===== config.mk =====
export PLATFORM = sky130hd
export DESIGN_NAME = cubic_bezier_point_generator_unit
export DESIGN_NICKNAME = d
export VERILOG_FILES = /design/src/design/bcp_pkg.sv /design/src/design/cubic_bezier_point_generator_unit.sv /design/src/design/bcp_sequencer.sv /design/src/design/bcp_datapath.sv /design/src/design/bcp_divider.sv
export SDC_FILE = /design/constraint.sdc
export NUM_CORES = 2
export LEC_CHECK = 0
export ABC_AREA = 0
export CAP_MARGIN = 25
export CORE_MARGIN = 5
export CORE_UTILIZATION = 33
export CTS_CLUSTER_DIAMETER = 150
export CTS_CLUSTER_SIZE = 25
export DETAILED_ROUTE_END_ITERATION = 8
export DONT_BUFFER_PORTS = 1
export PLACE_DENSITY = 0.55
export RECOVER_POWER = 100
export SYNTH_ARGS = -nofsm -noshare
export SYNTH_HDL_FRONTEND = slang
export SYNTH_SLANG_ARGS = --single-unit
export TNS_END_PERCENT = 30

===== constraint.sdc =====
create_clock -name clk -period 19.1 [get_ports clk]
set_input_delay 3.82 -clock clk [delete_from_list [all_inputs] [get_ports clk]]
set_output_delay 3.82 -clock clk [all_outputs]
set_load 0.03 [all_outputs]

===== src/design/bcp_pkg.sv =====
// ----------------------------------------------------------------------------
// bcp_pkg
// Shared types, register indexes and the microprogram of the Bezier point
// generator.
// ----------------------------------------------------------------------------
package bcp_pkg;

    // Width of the stored step index
    localparam int STEP_W = 10;

    // Configuration register indexes
    localparam int CFG_IDX_W = 3;
    typedef logic [CFG_IDX_W-1:0] reg_idx_t;

    localparam reg_idx_t REG_START_X = 3'd0;
    localparam reg_idx_t REG_START_Y = 3'd1;
    localparam reg_idx_t REG_PULL1_X = 3'd2;
    localparam reg_idx_t REG_PULL1_Y = 3'd3;
    localparam reg_idx_t REG_PULL2_X = 3'd4;
    localparam reg_idx_t REG_PULL2_Y = 3'd5;
    localparam reg_idx_t REG_END_X   = 3'd6;
    localparam reg_idx_t REG_END_Y   = 3'd7;

    // Multiplier operand sources
    typedef enum logic [4:0] {
        SRC_K,
        SRC_M,
        SRC_KK,
        SRC_MM,
        SRC_T,
        SRC_THREE,
        SRC_W0,
        SRC_W1,
        SRC_W2,
        SRC_W3,
        SRC_PX0,
        SRC_PX1,
        SRC_PX2,
        SRC_PX3,
        SRC_PY0,
        SRC_PY1,
        SRC_PY2,
        SRC_PY3
    } src_t;

    // Product destinations
    typedef enum logic [3:0] {
        DST_NONE,
        DST_KK,
        DST_MM,
        DST_T,
        DST_W0,
        DST_W1,
        DST_W2,
        DST_W3,
        DST_PROD
    } dst_t;

    // Accumulator actions on the product register
    typedef enum logic [1:0] {
        ACC_NONE,
        ACC_CLR,
        ACC_X,
        ACC_Y
    } acc_t;

    // Jump conditions
    typedef enum logic [1:0] {
        JC_NEVER,
        JC_DIV_BUSY,
        JC_OUT_BUSY
    } cond_t;

    // Sequencer states
    typedef enum logic {
        SEQ_IDLE,
        SEQ_RUN
    } seq_state_t;

    localparam int PC_W = 5;
    typedef logic [PC_W-1:0] pc_t;

    // Microprogram addresses that are jump targets
    localparam pc_t UC_DIV_WAIT = 5'd18;
    localparam pc_t UC_RETIRE   = 5'd19;

    // One control word
    typedef struct packed {
        src_t  src_a;
        src_t  src_b;
        dst_t  dst;
        acc_t  acc;
        logic  div_go;
        cond_t cond;
        pc_t   tgt;
        logic  fin;
    } ctrl_t;

    // Status fed back to the sequencer for its jumps
    typedef struct packed {
        logic div_busy;
        logic out_busy;
    } seq_stat_t;

    localparam ctrl_t UC_NOP = '{
        src_a:  SRC_K,
        src_b:  SRC_K,
        dst:    DST_NONE,
        acc:    ACC_NONE,
        div_go: 1'b0,
        cond:   JC_NEVER,
        tgt:    '0,
        fin:    1'b0
    };

    // Microprogram: weights first, then the multiply-accumulate of the
    // control points, then the division by STEPS cubed.
    function automatic ctrl_t uc_word(input pc_t pc);
        ctrl_t w;
        w = UC_NOP;
        case (pc)
            5'd0:
            begin
                w.src_a = SRC_K;   w.src_b = SRC_K;     w.dst = DST_KK;
                w.acc   = ACC_CLR;
            end
            5'd1:
            begin
                w.src_a = SRC_M;   w.src_b = SRC_M;     w.dst = DST_MM;
            end
            5'd2:
            begin
                w.src_a = SRC_KK;  w.src_b = SRC_K;     w.dst = DST_W3;
            end
            5'd3:
            begin
                w.src_a = SRC_MM;  w.src_b = SRC_M;     w.dst = DST_W0;
            end
            5'd4:
            begin
                w.src_a = SRC_KK;  w.src_b = SRC_M;     w.dst = DST_T;
            end
            5'd5:
            begin
                w.src_a = SRC_T;   w.src_b = SRC_THREE; w.dst = DST_W2;
            end
            5'd6:
            begin
                w.src_a = SRC_MM;  w.src_b = SRC_K;     w.dst = DST_T;
            end
            5'd7:
            begin
                w.src_a = SRC_T;   w.src_b = SRC_THREE; w.dst = DST_W1;
            end
            5'd8:
            begin
                w.src_a = SRC_PX0; w.src_b = SRC_W0;    w.dst = DST_PROD;
            end
            5'd9:
            begin
                w.src_a = SRC_PY0; w.src_b = SRC_W0;    w.dst = DST_PROD;
                w.acc   = ACC_X;
            end
            5'd10:
            begin
                w.src_a = SRC_PX1; w.src_b = SRC_W1;    w.dst = DST_PROD;
                w.acc   = ACC_Y;
            end
            5'd11:
            begin
                w.src_a = SRC_PY1; w.src_b = SRC_W1;    w.dst = DST_PROD;
                w.acc   = ACC_X;
            end
            5'd12:
            begin
                w.src_a = SRC_PX2; w.src_b = SRC_W2;    w.dst = DST_PROD;
                w.acc   = ACC_Y;
            end
            5'd13:
            begin
                w.src_a = SRC_PY2; w.src_b = SRC_W2;    w.dst = DST_PROD;
                w.acc   = ACC_X;
            end
            5'd14:
            begin
                w.src_a = SRC_PX3; w.src_b = SRC_W3;    w.dst = DST_PROD;
                w.acc   = ACC_Y;
            end
            5'd15:
            begin
                w.src_a = SRC_PY3; w.src_b = SRC_W3;    w.dst = DST_PROD;
                w.acc   = ACC_X;
            end
            5'd16:
            begin
                w.acc = ACC_Y;
            end
            5'd17:
            begin
                w.div_go = 1'b1;
            end
            UC_DIV_WAIT:
            begin
                w.cond = JC_DIV_BUSY;
                w.tgt  = UC_DIV_WAIT;
            end
            UC_RETIRE:
            begin
                w.cond = JC_OUT_BUSY;
                w.tgt  = UC_RETIRE;
                w.fin  = 1'b1;
            end
            default:
            begin
                w.fin = 1'b1;
            end
        endcase
        return w;
    endfunction

endpackage


===== src/design/cubic_bezier_point_generator_unit.sv =====
// ----------------------------------------------------------------------------
// cubic_bezier_point_generator_unit
// Cubic Bezier point generator: one curve point per tick, exact integers.
// ----------------------------------------------------------------------------
//
//  channel  direction  handshake              payload
//  -------  ---------  ---------------------  -------------------------------
//  cfg      in         cfg_valid / cfg_ready  cfg_index, cfg_data
//  in       in         in_valid / in_stall    restart
//  out      out        out_valid / out_stall  point_x, point_y, last
//
//  An item runs through sixteen steps of the one shared multiplier, a few
//  microprogram steps, and a reciprocal division before its result shows.
//  One item is in work at a time; in_stall is high while it runs.
//  The result waits in an output register, so a stalled output holds the
//  sequencer only at its final step.
//  Reset clears the control points to zero and the step index to zero.
// ----------------------------------------------------------------------------
module cubic_bezier_point_generator_unit
    import bcp_pkg::*;
#(
    parameter int STEPS      = 1000,
    parameter int COORD_BITS = 10
)
(
    input  logic                  clk,
    input  logic                  rst_n,
    input  logic                  cfg_valid,
    output logic                  cfg_ready,
    input  logic [CFG_IDX_W-1:0]  cfg_index,
    input  logic [COORD_BITS-1:0] cfg_data,
    input  logic                  in_valid,
    output logic                  in_stall,
    input  logic                  restart,
    output logic                  out_valid,
    input  logic                  out_stall,
    output logic [COORD_BITS-1:0] point_x,
    output logic [COORD_BITS-1:0] point_y,
    output logic                  last
);

    localparam int NB    = $clog2(STEPS + 1);
    localparam int ACC_W = COORD_BITS + 3 * NB;

    logic [COORD_BITS-1:0] cfg_reg [8];
    logic [COORD_BITS-1:0] px [4];
    logic [COORD_BITS-1:0] py [4];

    logic [STEP_W-1:0]     step_idx_reg;
    logic [STEP_W-1:0]     step_idx_next;
    logic [STEP_W-1:0]     k_eff;
    logic                  is_last;
    logic                  last_pend_reg;

    logic                  out_valid_reg;
    logic [COORD_BITS-1:0] point_x_reg;
    logic [COORD_BITS-1:0] point_y_reg;
    logic                  last_reg;

    logic                  accept;
    logic                  running;
    logic                  retire;
    ctrl_t                 ctrl;
    seq_stat_t             stat;
    logic [ACC_W-1:0]      acc_x;
    logic [ACC_W-1:0]      acc_y;
    logic                  div_busy;
    logic [COORD_BITS-1:0] quot_x;
    logic [COORD_BITS-1:0] quot_y;

    assign cfg_ready = 1'b1;

    always_ff @(posedge clk or negedge rst_n)
    begin
        if (!rst_n)
        begin
            for (int i = 0; i < 8; i++)
            begin
                cfg_reg[i] <= '0;
            end
        end
        else if (cfg_valid && cfg_ready)
        begin
            cfg_reg[cfg_index] <= cfg_data;
        end
    end

    assign px[0] = cfg_reg[REG_START_X];
    assign px[1] = cfg_reg[REG_PULL1_X];
    assign px[2] = cfg_reg[REG_PULL2_X];
    assign px[3] = cfg_reg[REG_END_X];
    assign py[0] = cfg_reg[REG_START_Y];
    assign py[1] = cfg_reg[REG_PULL1_Y];
    assign py[2] = cfg_reg[REG_PULL2_Y];
    assign py[3] = cfg_reg[REG_END_Y];

    assign in_stall = running;
    assign accept   = in_valid && !in_stall;

    // Restart, or a stray index, begins the curve again
    always_comb
    begin
        if (restart || (step_idx_reg > STEP_W'(STEPS)))
        begin
            k_eff = '0;
        end
        else
        begin
            k_eff = step_idx_reg;
        end
        is_last       = (k_eff == STEP_W'(STEPS));
        step_idx_next = is_last ? '0 : (k_eff + 1'b1);
    end

    always_ff @(posedge clk or negedge rst_n)
    begin
        if (!rst_n)
        begin
            step_idx_reg <= '0;
        end
        else if (accept)
        begin
            step_idx_reg <= step_idx_next;
        end
    end

    always_ff @(posedge clk)
    begin
        if (accept)
        begin
            last_pend_reg <= is_last;
        end
    end

    assign stat.div_busy = div_busy;
    assign stat.out_busy = out_valid_reg && out_stall;

    bcp_sequencer u_seq (
        .clk     (clk),
        .rst_n   (rst_n),
        .start   (accept),
        .stat    (stat),
        .ctrl    (ctrl),
        .running (running),
        .retire  (retire)
    );

    bcp_datapath #(
        .STEPS      (STEPS),
        .COORD_BITS (COORD_BITS)
    ) u_dp (
        .clk    (clk),
        .rst_n  (rst_n),
        .load_k (accept),
        .k_in   (k_eff[NB-1:0]),
        .ctrl   (ctrl),
        .px     (px),
        .py     (py),
        .acc_x  (acc_x),
        .acc_y  (acc_y)
    );

    bcp_divider #(
        .STEPS      (STEPS),
        .COORD_BITS (COORD_BITS)
    ) u_div (
        .clk    (clk),
        .rst_n  (rst_n),
        .start  (ctrl.div_go),
        .num_x  (acc_x),
        .num_y  (acc_y),
        .busy   (div_busy),
        .quot_x (quot_x),
        .quot_y (quot_y)
    );

    // Output register: load on retire, drop once the transfer completes
    always_ff @(posedge clk or negedge rst_n)
    begin
        if (!rst_n)
        begin
            out_valid_reg <= 1'b0;
        end
        else if (retire)
        begin
            out_valid_reg <= 1'b1;
        end
        else if (out_valid_reg && !out_stall)
        begin
            out_valid_reg <= 1'b0;
        end
    end

    always_ff @(posedge clk)
    begin
        if (retire)
        begin
            point_x_reg <= quot_x;
            point_y_reg <= quot_y;
            last_reg    <= last_pend_reg;
        end
    end

    assign out_valid = out_valid_reg;
    assign point_x   = point_x_reg;
    assign point_y   = point_y_reg;
    assign last      = last_reg;

endmodule


===== src/design/bcp_sequencer.sv =====
// ----------------------------------------------------------------------------
// bcp_sequencer
// Step counter and microprogram table; issues one control word per cycle.
// ----------------------------------------------------------------------------
module bcp_sequencer
    import bcp_pkg::*;
(
    input  logic      clk,
    input  logic      rst_n,
    input  logic      start,
    input  seq_stat_t stat,
    output ctrl_t     ctrl,
    output logic      running,
    output logic      retire
);

    seq_state_t state_reg;
    seq_state_t state_next;
    pc_t        pc_reg;
    pc_t        pc_next;
    ctrl_t      word;
    logic       taken;

    always_ff @(posedge clk or negedge rst_n)
    begin
        if (!rst_n)
        begin
            state_reg <= SEQ_IDLE;
            pc_reg    <= '0;
        end
        else
        begin
            state_reg <= state_next;
            pc_reg    <= pc_next;
        end
    end

    always_comb
    begin
        word = uc_word(pc_reg);
        case (word.cond)
            JC_DIV_BUSY: taken = stat.div_busy;
            JC_OUT_BUSY: taken = stat.out_busy;
            default:     taken = 1'b0;
        endcase
    end

    always_comb
    begin
        state_next = state_reg;
        pc_next    = pc_reg;
        ctrl       = UC_NOP;
        retire     = 1'b0;
        unique case (state_reg)
            SEQ_IDLE:
            begin
                if (start)
                begin
                    state_next = SEQ_RUN;
                    pc_next    = '0;
                end
            end
            SEQ_RUN:
            begin
                ctrl = word;
                if (taken)
                begin
                    pc_next = word.tgt;
                end
                else if (word.fin)
                begin
                    state_next = SEQ_IDLE;
                    retire     = 1'b1;
                end
                else
                begin
                    pc_next = pc_reg + 1'b1;
                end
            end
            default:
            begin
                state_next = SEQ_IDLE;
            end
        endcase
    end

    assign running = (state_reg == SEQ_RUN);

endmodule


===== src/design/bcp_datapath.sv =====
// ----------------------------------------------------------------------------
// bcp_datapath
// Shared multiplier, weight registers and the two coordinate accumulators.
// ----------------------------------------------------------------------------
module bcp_datapath
    import bcp_pkg::*;
#(
    parameter int STEPS      = 1000,
    parameter int COORD_BITS = 10
)
(
    input  logic                  clk,
    input  logic                  rst_n,
    input  logic                  load_k,
    input  logic [$clog2(STEPS+1)-1:0] k_in,
    input  ctrl_t                 ctrl,
    input  logic [COORD_BITS-1:0] px [4],
    input  logic [COORD_BITS-1:0] py [4],
    output logic [COORD_BITS+3*$clog2(STEPS+1)-1:0] acc_x,
    output logic [COORD_BITS+3*$clog2(STEPS+1)-1:0] acc_y
);

    localparam int NB    = $clog2(STEPS + 1);
    localparam int KK_W  = 2 * NB;
    localparam int T_W   = 3 * NB;
    localparam int W_W   = 3 * NB + 2;
    localparam int OPW   = (W_W > COORD_BITS) ? W_W : COORD_BITS;
    localparam int ACC_W = COORD_BITS + 3 * NB;

    logic [NB-1:0]    k_reg;
    logic [NB-1:0]    m_reg;
    logic [KK_W-1:0]  kk_reg;
    logic [KK_W-1:0]  mm_reg;
    logic [T_W-1:0]   t_reg;
    logic [W_W-1:0]   w0_reg;
    logic [W_W-1:0]   w1_reg;
    logic [W_W-1:0]   w2_reg;
    logic [W_W-1:0]   w3_reg;
    logic [ACC_W-1:0] prod_reg;
    logic [ACC_W-1:0] acc_x_reg;
    logic [ACC_W-1:0] acc_y_reg;

    logic [OPW-1:0]   op_a;
    logic [OPW-1:0]   op_b;
    logic [2*OPW-1:0] product;

    function automatic logic [OPW-1:0] operand(input src_t s);
        logic [OPW-1:0] v;
        v = '0;
        case (s)
            SRC_K:     v = OPW'(k_reg);
            SRC_M:     v = OPW'(m_reg);
            SRC_KK:    v = OPW'(kk_reg);
            SRC_MM:    v = OPW'(mm_reg);
            SRC_T:     v = OPW'(t_reg);
            SRC_THREE: v = OPW'(3);
            SRC_W0:    v = OPW'(w0_reg);
            SRC_W1:    v = OPW'(w1_reg);
            SRC_W2:    v = OPW'(w2_reg);
            SRC_W3:    v = OPW'(w3_reg);
            SRC_PX0:   v = OPW'(px[0]);
            SRC_PX1:   v = OPW'(px[1]);
            SRC_PX2:   v = OPW'(px[2]);
            SRC_PX3:   v = OPW'(px[3]);
            SRC_PY0:   v = OPW'(py[0]);
            SRC_PY1:   v = OPW'(py[1]);
            SRC_PY2:   v = OPW'(py[2]);
            SRC_PY3:   v = OPW'(py[3]);
            default:   v = '0;
        endcase
        return v;
    endfunction

    always_comb
    begin
        op_a    = operand(ctrl.src_a);
        op_b    = operand(ctrl.src_b);
        product = op_a * op_b;
    end

    // Step index and its complement, taken when an item is accepted
    always_ff @(posedge clk)
    begin
        if (load_k)
        begin
            k_reg <= k_in;
            m_reg <= NB'(STEPS) - k_in;
        end
    end

    // Each product lands in one register; the values are known to fit
    always_ff @(posedge clk)
    begin
        case (ctrl.dst)
            DST_KK:   kk_reg   <= product[KK_W-1:0];
            DST_MM:   mm_reg   <= product[KK_W-1:0];
            DST_T:    t_reg    <= product[T_W-1:0];
            DST_W0:   w0_reg   <= product[W_W-1:0];
            DST_W1:   w1_reg   <= product[W_W-1:0];
            DST_W2:   w2_reg   <= product[W_W-1:0];
            DST_W3:   w3_reg   <= product[W_W-1:0];
            DST_PROD: prod_reg <= product[ACC_W-1:0];
            default:  ;
        endcase
    end

    // Clear both axes, or add last cycle's product into one axis
    always_ff @(posedge clk or negedge rst_n)
    begin
        if (!rst_n)
        begin
            acc_x_reg <= '0;
            acc_y_reg <= '0;
        end
        else
        begin
            case (ctrl.acc)
                ACC_CLR:
                begin
                    acc_x_reg <= '0;
                    acc_y_reg <= '0;
                end
                ACC_X:   acc_x_reg <= acc_x_reg + prod_reg;
                ACC_Y:   acc_y_reg <= acc_y_reg + prod_reg;
                default: ;
            endcase
        end
    end

    assign acc_x = acc_x_reg;
    assign acc_y = acc_y_reg;

endmodule


===== src/design/bcp_divider.sv =====
// ----------------------------------------------------------------------------
// bcp_divider
// Two-lane division by the constant STEPS cubed: a reciprocal multiply gives
// an estimate at most one below the quotient, and one compare corrects it.
// ----------------------------------------------------------------------------
module bcp_divider
    import bcp_pkg::*;
#(
    parameter int STEPS      = 1000,
    parameter int COORD_BITS = 10
)
(
    input  logic                  clk,
    input  logic                  rst_n,
    input  logic                  start,
    input  logic [COORD_BITS+3*$clog2(STEPS+1)-1:0] num_x,
    input  logic [COORD_BITS+3*$clog2(STEPS+1)-1:0] num_y,
    output logic                  busy,
    output logic [COORD_BITS-1:0] quot_x,
    output logic [COORD_BITS-1:0] quot_y
);

    localparam int NB    = $clog2(STEPS + 1);
    localparam int ACC_W = COORD_BITS + 3 * NB;
    localparam longint unsigned DEN = 64'(STEPS) * 64'(STEPS) * 64'(STEPS);
    localparam int DEN_W = $clog2(DEN + 64'd1);
    // Numerator is below 2^(COORD_BITS + DEN_W), so its top bits from SH fit
    localparam int SH    = DEN_W - 2;
    localparam int HI_W  = COORD_BITS + 2;
    localparam int RS    = COORD_BITS + 4;
    localparam int RCP_W = COORD_BITS + 4;
    localparam int EST_W = HI_W + RCP_W;
    localparam int QD_W  = COORD_BITS + DEN_W;
    localparam logic [DEN_W-1:0] DEN_V = DEN_W'(DEN);
    localparam logic [RCP_W-1:0] RCP_V = RCP_W'((64'd1 << (RS + SH)) / DEN);

    logic [ACC_W-1:0]      num_x_reg;
    logic [ACC_W-1:0]      num_y_reg;
    logic [EST_W-1:0]      est_x_reg;
    logic [EST_W-1:0]      est_y_reg;
    logic [COORD_BITS-1:0] qe_x_reg;
    logic [COORD_BITS-1:0] qe_y_reg;
    logic [QD_W-1:0]       qd_x_reg;
    logic [QD_W-1:0]       qd_y_reg;
    logic [COORD_BITS-1:0] qx_reg;
    logic [COORD_BITS-1:0] qy_reg;
    logic                  busy_reg;
    logic                  phase_reg;

    logic [COORD_BITS-1:0] qe_x_next;
    logic [COORD_BITS-1:0] qe_y_next;
    logic [ACC_W-1:0]      rem_x;
    logic [ACC_W-1:0]      rem_y;

    always_comb
    begin
        qe_x_next = est_x_reg[RS +: COORD_BITS];
        qe_y_next = est_y_reg[RS +: COORD_BITS];
        rem_x     = num_x_reg - ACC_W'(qd_x_reg);
        rem_y     = num_y_reg - ACC_W'(qd_y_reg);
    end

    always_ff @(posedge clk or negedge rst_n)
    begin
        if (!rst_n)
        begin
            busy_reg  <= 1'b0;
            phase_reg <= 1'b0;
        end
        else if (start)
        begin
            busy_reg  <= 1'b1;
            phase_reg <= 1'b0;
        end
        else if (busy_reg)
        begin
            phase_reg <= 1'b1;
            if (phase_reg)
            begin
                busy_reg <= 1'b0;
            end
        end
    end

    always_ff @(posedge clk)
    begin
        if (start)
        begin
            num_x_reg <= num_x;
            num_y_reg <= num_y;
            est_x_reg <= EST_W'(num_x[SH +: HI_W]) * EST_W'(RCP_V);
            est_y_reg <= EST_W'(num_y[SH +: HI_W]) * EST_W'(RCP_V);
        end
        else if (busy_reg && !phase_reg)
        begin
            qe_x_reg <= qe_x_next;
            qe_y_reg <= qe_y_next;
            qd_x_reg <= QD_W'(qe_x_next) * QD_W'(DEN_V);
            qd_y_reg <= QD_W'(qe_y_next) * QD_W'(DEN_V);
        end
        else if (busy_reg)
        begin
            // Estimate is never high and at most one low
            qx_reg <= qe_x_reg + COORD_BITS'(rem_x >= ACC_W'(DEN_V));
            qy_reg <= qe_y_reg + COORD_BITS'(rem_y >= ACC_W'(DEN_V));
        end
    end

    assign busy   = busy_reg;
    assign quot_x = qx_reg;
    assign quot_y = qy_reg;

endmodule


# Yosys cells after proc, flatten, opt, wreduce, memory -nomap -nowiden
# Index checks and enable logic that the tools add are counted.
# op_classes
addsub	9
mul	5
magnitude_cmp	5
eq_ne	69
n_mux	33
bitwise_logic	4
reduce_logical	22
# op_table
cell	count
32-bit case mux with 18 select lines	2
14-bit case mux with 16 select lines	1
40-bit case mux with 2 select lines	2
5-bit by 4-bit equality test with 1-bit output, second input constant	24
40-bit adder	2
80-bit bitwise mux	1
40-bit by 30-bit >= comparator with 1-bit output, second input constant	2
40-bit subtractor	2
10-bit by 21-bit multiplier with 31-bit output, second input constant	2
5-bit by 3-bit equality test with 1-bit output, second input constant	12
12-bit by 12-bit multiplier with 23-bit output, second input constant	2
5-bit equality test, second input constant	8
32-bit by 32-bit multiplier with 40-bit output	1
10-bit demux with 3-bit select	1
5-bit by 2-bit equality test with 1-bit output, second input constant	6
10-bit 2-to-1 mux	3
25-bit 2-to-1 mux	1
10-bit by 1-bit adder with 10-bit output	2
19-bit OR reduction	1
4-bit by 3-bit equality test with 1-bit output, second input constant	4
5-bit by 1-bit equality test with 1-bit output, second input constant	3
5-bit zero test	3
5-bit 2-to-1 mux	3
1-bit 2-to-1 mux	14
other kinds (27)	45
# word_totals
reg_bits	687
in_bits	19
out_inout_bits	24
word_cells	187

# Depth between registers and ports, before layout
# logic_depth
word_depth	7
ltp_mapped	45
ltp_nobuf	39

# Cells and area by module
# Synthesis repeated with hierarchy kept, for this count alone.
# unflattened
hier_cells	6606
area_unflattened_um2	66940.5
# by_module_without_submodules
module	instances	cells_each	area_per_inst_um2	seq_area_each_um2
bcp_datapath	1	4220	40850.4	9719.3
bcp_divider	1	1955	20612.3	5455.2
cubic_bezier_point_generator_unit	1	294	4476.8	2937.8
bcp_sequencer	1	137	1001.0	150.1

# Worst setup path before layout
# Ideal clock, no wire load.
# synth_timing
kind	reg-to-reg
from	register u_seq.pc_reg[2]
to	register u_dp.prod_reg[31] (data pin)
setup_time_ns	0.277
arrival_time_ns	9.484
required_time_ns	18.823
setup_slack_ns	9.340
path_stages_with_launch	43
path_buffers	8
synth_period_minus_slack_ns	9.760
path_cell_list	dfrtp_1 > buf_2 > buf_4 > clkbuf_1 > and3_1 > ha_1 > clkbuf_1 > or2_1 > buf_2 > o21a_1 > buf_2 > a21oi_1 > buf_2 > a22oi_1 > o21ai_0 > a211oi_1 > clkbuf_1 > nor2_1 > [... 7 more ...] > inv_1 > fa_1 > inv_1 > fa_1 > inv_1 > fa_1 > inv_1 > ha_1 > a21o_1 > a21o_1 > a21oi_1 > o21ai_0 > a31oi_1 > o21ai_0 > a21boi_0 > o21bai_1 > a21oi_1 > xnor2_1
# synth_between
elab_chain_len	6
elab_cells_between_ends	57
cone_classes	mul (1); eq/ne (49); mux (4); reduce/logical (3)
# synth_rtl
element	line_no	rtl
from (decl)	bcp_sequencer.sv:19	pc_t pc_reg;
from (signal assigned)	bcp_sequencer.sv:34	pc_reg <= pc_next;
5-bit by 4-bit equality test with 1-bit output (tied with other cells)	bcp_pkg.sv:121	case (pc)
14-bit case mux with 16 select lines (*)	bcp_pkg.sv:121	
25-bit 2-to-1 mux (*)	bcp_sequencer.sv:54	unique case (state_reg)
5-bit equality test (tied with other cells)	bcp_datapath.sv:50	case (s)
32-bit case mux with 18 select lines	bcp_datapath.sv:50	
32-bit by 32-bit multiplier with 40-bit output (*)	bcp_datapath.sv:78	product = op_a * op_b;
net u_dp.product[31]	bcp_datapath.sv:45	logic [2*OPW-1:0] product;
to (signal assigned)	bcp_datapath.sv:102	DST_PROD: prod_reg <= product[ACC_W-1:0];
to (decl)	bcp_datapath.sv:39	logic [ACC_W-1:0] prod_reg;
# The timed path passes the listed nets; every way through them passes the cells marked *.
# A chain may end at the register's enable or synchronous reset.

# Worst setup path after layout
# layout_timing
from	register u_seq.pc_reg[0]
to	register u_dp.prod_reg[31] (data pin)
# Same word-level chain as after synthesis.

==> results.cfg <==
[clock_network]
cts_setup_buffers = 0
cts_buffers = 29
clkTransAtPathRegs_ps = 120
ctsResizeCount = 0
htree_levels = 1
cts_hold_buf = 0
cts_max_path_buffers = 3
cts_root_buf = clkbuf_16
clock_latency_ps = 680
clock-sinks = 638
cts_tree = yes

[synthesis]
avgSynthCellArea_um2 = 10.80
async_flop_share = 0.2806
yosys.area_share.adder = 0.3826
synth.area.mux_share = 0.01634
synth_top_family_by_area = adder cells
synthesis.area_um2 = 63180
synthXorXnorAreaFrac = 0.03424
synth_compound_area_frac = 0.1113
yosysSeqAreaShare = 0.2890
synth_warnings = 0
yosys.area.top_type = fa_1
synth_common_cells = inv_1 (1,091), fa_1 (828), ha_1 (607)
syn_inst = 5850
synthTopCellsByArea = fa_1 (26%), edfxtp_1 (22%), ha_1 (12%), dfrtp_1 (7.1%), inv_1 (6.5%)
synth_edf_count = 459
ys_types = 95
yosys_register_bits = 638
synth-simple-area-share = 0.09159
synthFlopType = edfxtp_1
synth.top_cell.area_share = 0.2624
yosysMostFrequentCell = inv_1

[timing]
worstMarginPinSlew_ps = 3909
setup-violations-final = 0
relSlewSlack = -1.606
slew_violations = 610
rsz0062_at_grt = false
skew_ps = 38.26
period_share = 0.6942
tns_ps = 0
max_freq_ghz = 0.07542
hold_viol_final = 0
fin_crit_ps = 13260

[worst_setup_path]
crit_slowest_cell = nor3_1
cp_data_arrival_time_ps = 13680
setup.worst_path.class = register to register
startpoint_type = register
cp-end-kind = register
worstPathMaxFanout = 29
slowest_delay_ps = 1310
cp.required_ps = 19520

[finish]
syn_to_final_growth_pct = 7.834
largest_reg_flops = 80
antenna_cells = 0
drive_gt1_frac = 0.04431
fin_nets = 7547
fin_cells = 8627

[global_route]
grt_use_total = 0.1634
grt_first_pass_wirelength_um = 259200
grt_pass1_vias = 45240
grt_max_degree = 180
grt.overflow.total = 0
antenna_found_initial = 3

[floorplan]
initial_utilization = 0.3319
fp.dieW_um = 447.6
core-area_um2 = 190400
die_h_um = 447.6
die-area_um2 = 200300
rows = 160
io_pins = 43

[detailed_routing]
via_per_inst = 4.988
wl_per_cell_um = 18.86
drt-total-wl_um = 162700
drc = 0
ant_nets = 0
drtIter0Drc = 2925
route.vias.total = 43035
drt_pre_antenna_iters = 6

[min_path]
hp-class = register to register

[placement]
port_buffers = 0
dp_cells = 8571
gp_congestion = 0.8687
hpwlAfterDp_um = 126900

[job]
drv_cap = 18

[outcome]
failed_checks = capacitance limit, slew limit
status = finished with violations
-- worst max-delay path, delay by kind of cell (launching register included) --
| family | cells | cell delay (ps) |
|---|---|---|
| flops | 1 | 450 |
| xor+xnor | 1 | 400 |
| compound gates | 8 | 3280 |
| buf+inv | 7 | 1760 |
| fa+ha+maj | 11 | 4310 |
| simple gates | 7 | 2710 |
-- logic make-up after synthesis --
family | count (synthesis)
other | 2
and+or+nand+nor | 1211
muxes | 93
AOI/OAI and AO/OA | 991
adders and majority gates | 1435
xor gates and xnor gates | 247
buffers and inverters | 1233
DFF | 638
-- cells in the final DEF, fill, tap and decap left out, types with 28 or more instances in the layout --
master,instances
inv_1,1090
fa_1,828
ha_1,607
edfxtp_1,459
nor2_1,402
nand2_1,302
conb_1,284
a21oi_1,206
dfrtp_1,179
xnor2_1,168
o21ai_0,162
a21o_1,96
nand2b_1,86
mux2_2,81
xor2_1,79
a22o_1,79
nand3_1,79
and3_1,56
o21a_1,55
nor3_1,51
or2_2,50
clkbuf_1,49
a22oi_1,42
buf_4,42
o31ai_1,34
a222oi_1,32
nor2b_1,29
nand4_1,29
clkbuf_16,29
o21bai_1,28
-- final cells by class --
type                    instances  area [um2]
multi-input cells            4261       41340
repair buffers                 71       447.9
well taps                    2511        3142
flip-flops and latches        638       18260
clock buffers                  51       808.3
clock inverters                 3       33.78
inverters                    1092        4100
fillers                     18885      122300
-- final timing paths --
kind                            startpoint                 to  slack [ps]  cells after the start
min in group asynchronous            rst_n    step_idx_reg[4]        2830                      0
max in group asynchronous            rst_n     u_dp.acc_y[27]       15780                      0
max reg2reg                u_seq.pc_reg[0]  u_dp.prod_reg[31]        5840                     34
min                        u_div.quot_y[4]         point_y[4]         430                      0
min reg2reg                u_div.quot_y[4]         point_y[4]         430                      0
max                        u_seq.pc_reg[0]  u_dp.prod_reg[31]        5840                     34
-- per-layer routing --
| metal | GRT usage | share of wire | up-vias |
|---|---|---|---|
| li1 | - | - | 19780 |
| met1 | 0.2373 | 0.47 | 21920 |
| met2 | 0.2672 | 0.46 | 1114 |
| met3 | 0.01632 | 0.047 | 221 |
| met4 | 0.03088 | 0.022 | 0 |
| met5 | 0 | 0 | - |
-- metrics by stage --
stage	setup slack (ps)	utilization	hold slack (ps)	area [um2]
after global placement	7760	0.3539	405.6	67380
final	5841	0.3579	427.5	68130
after detailed placement	7491	0.3540	404.5	67400
after global routing	5100	0.3579	438.5	68130
after CTS	7462	0.3584	430.7	68240
after floorplan	9340	-	400.3	64240
Power is not shown: default switching activity piles up to over one toggle a cycle in this logic, so the estimate is an artifact.
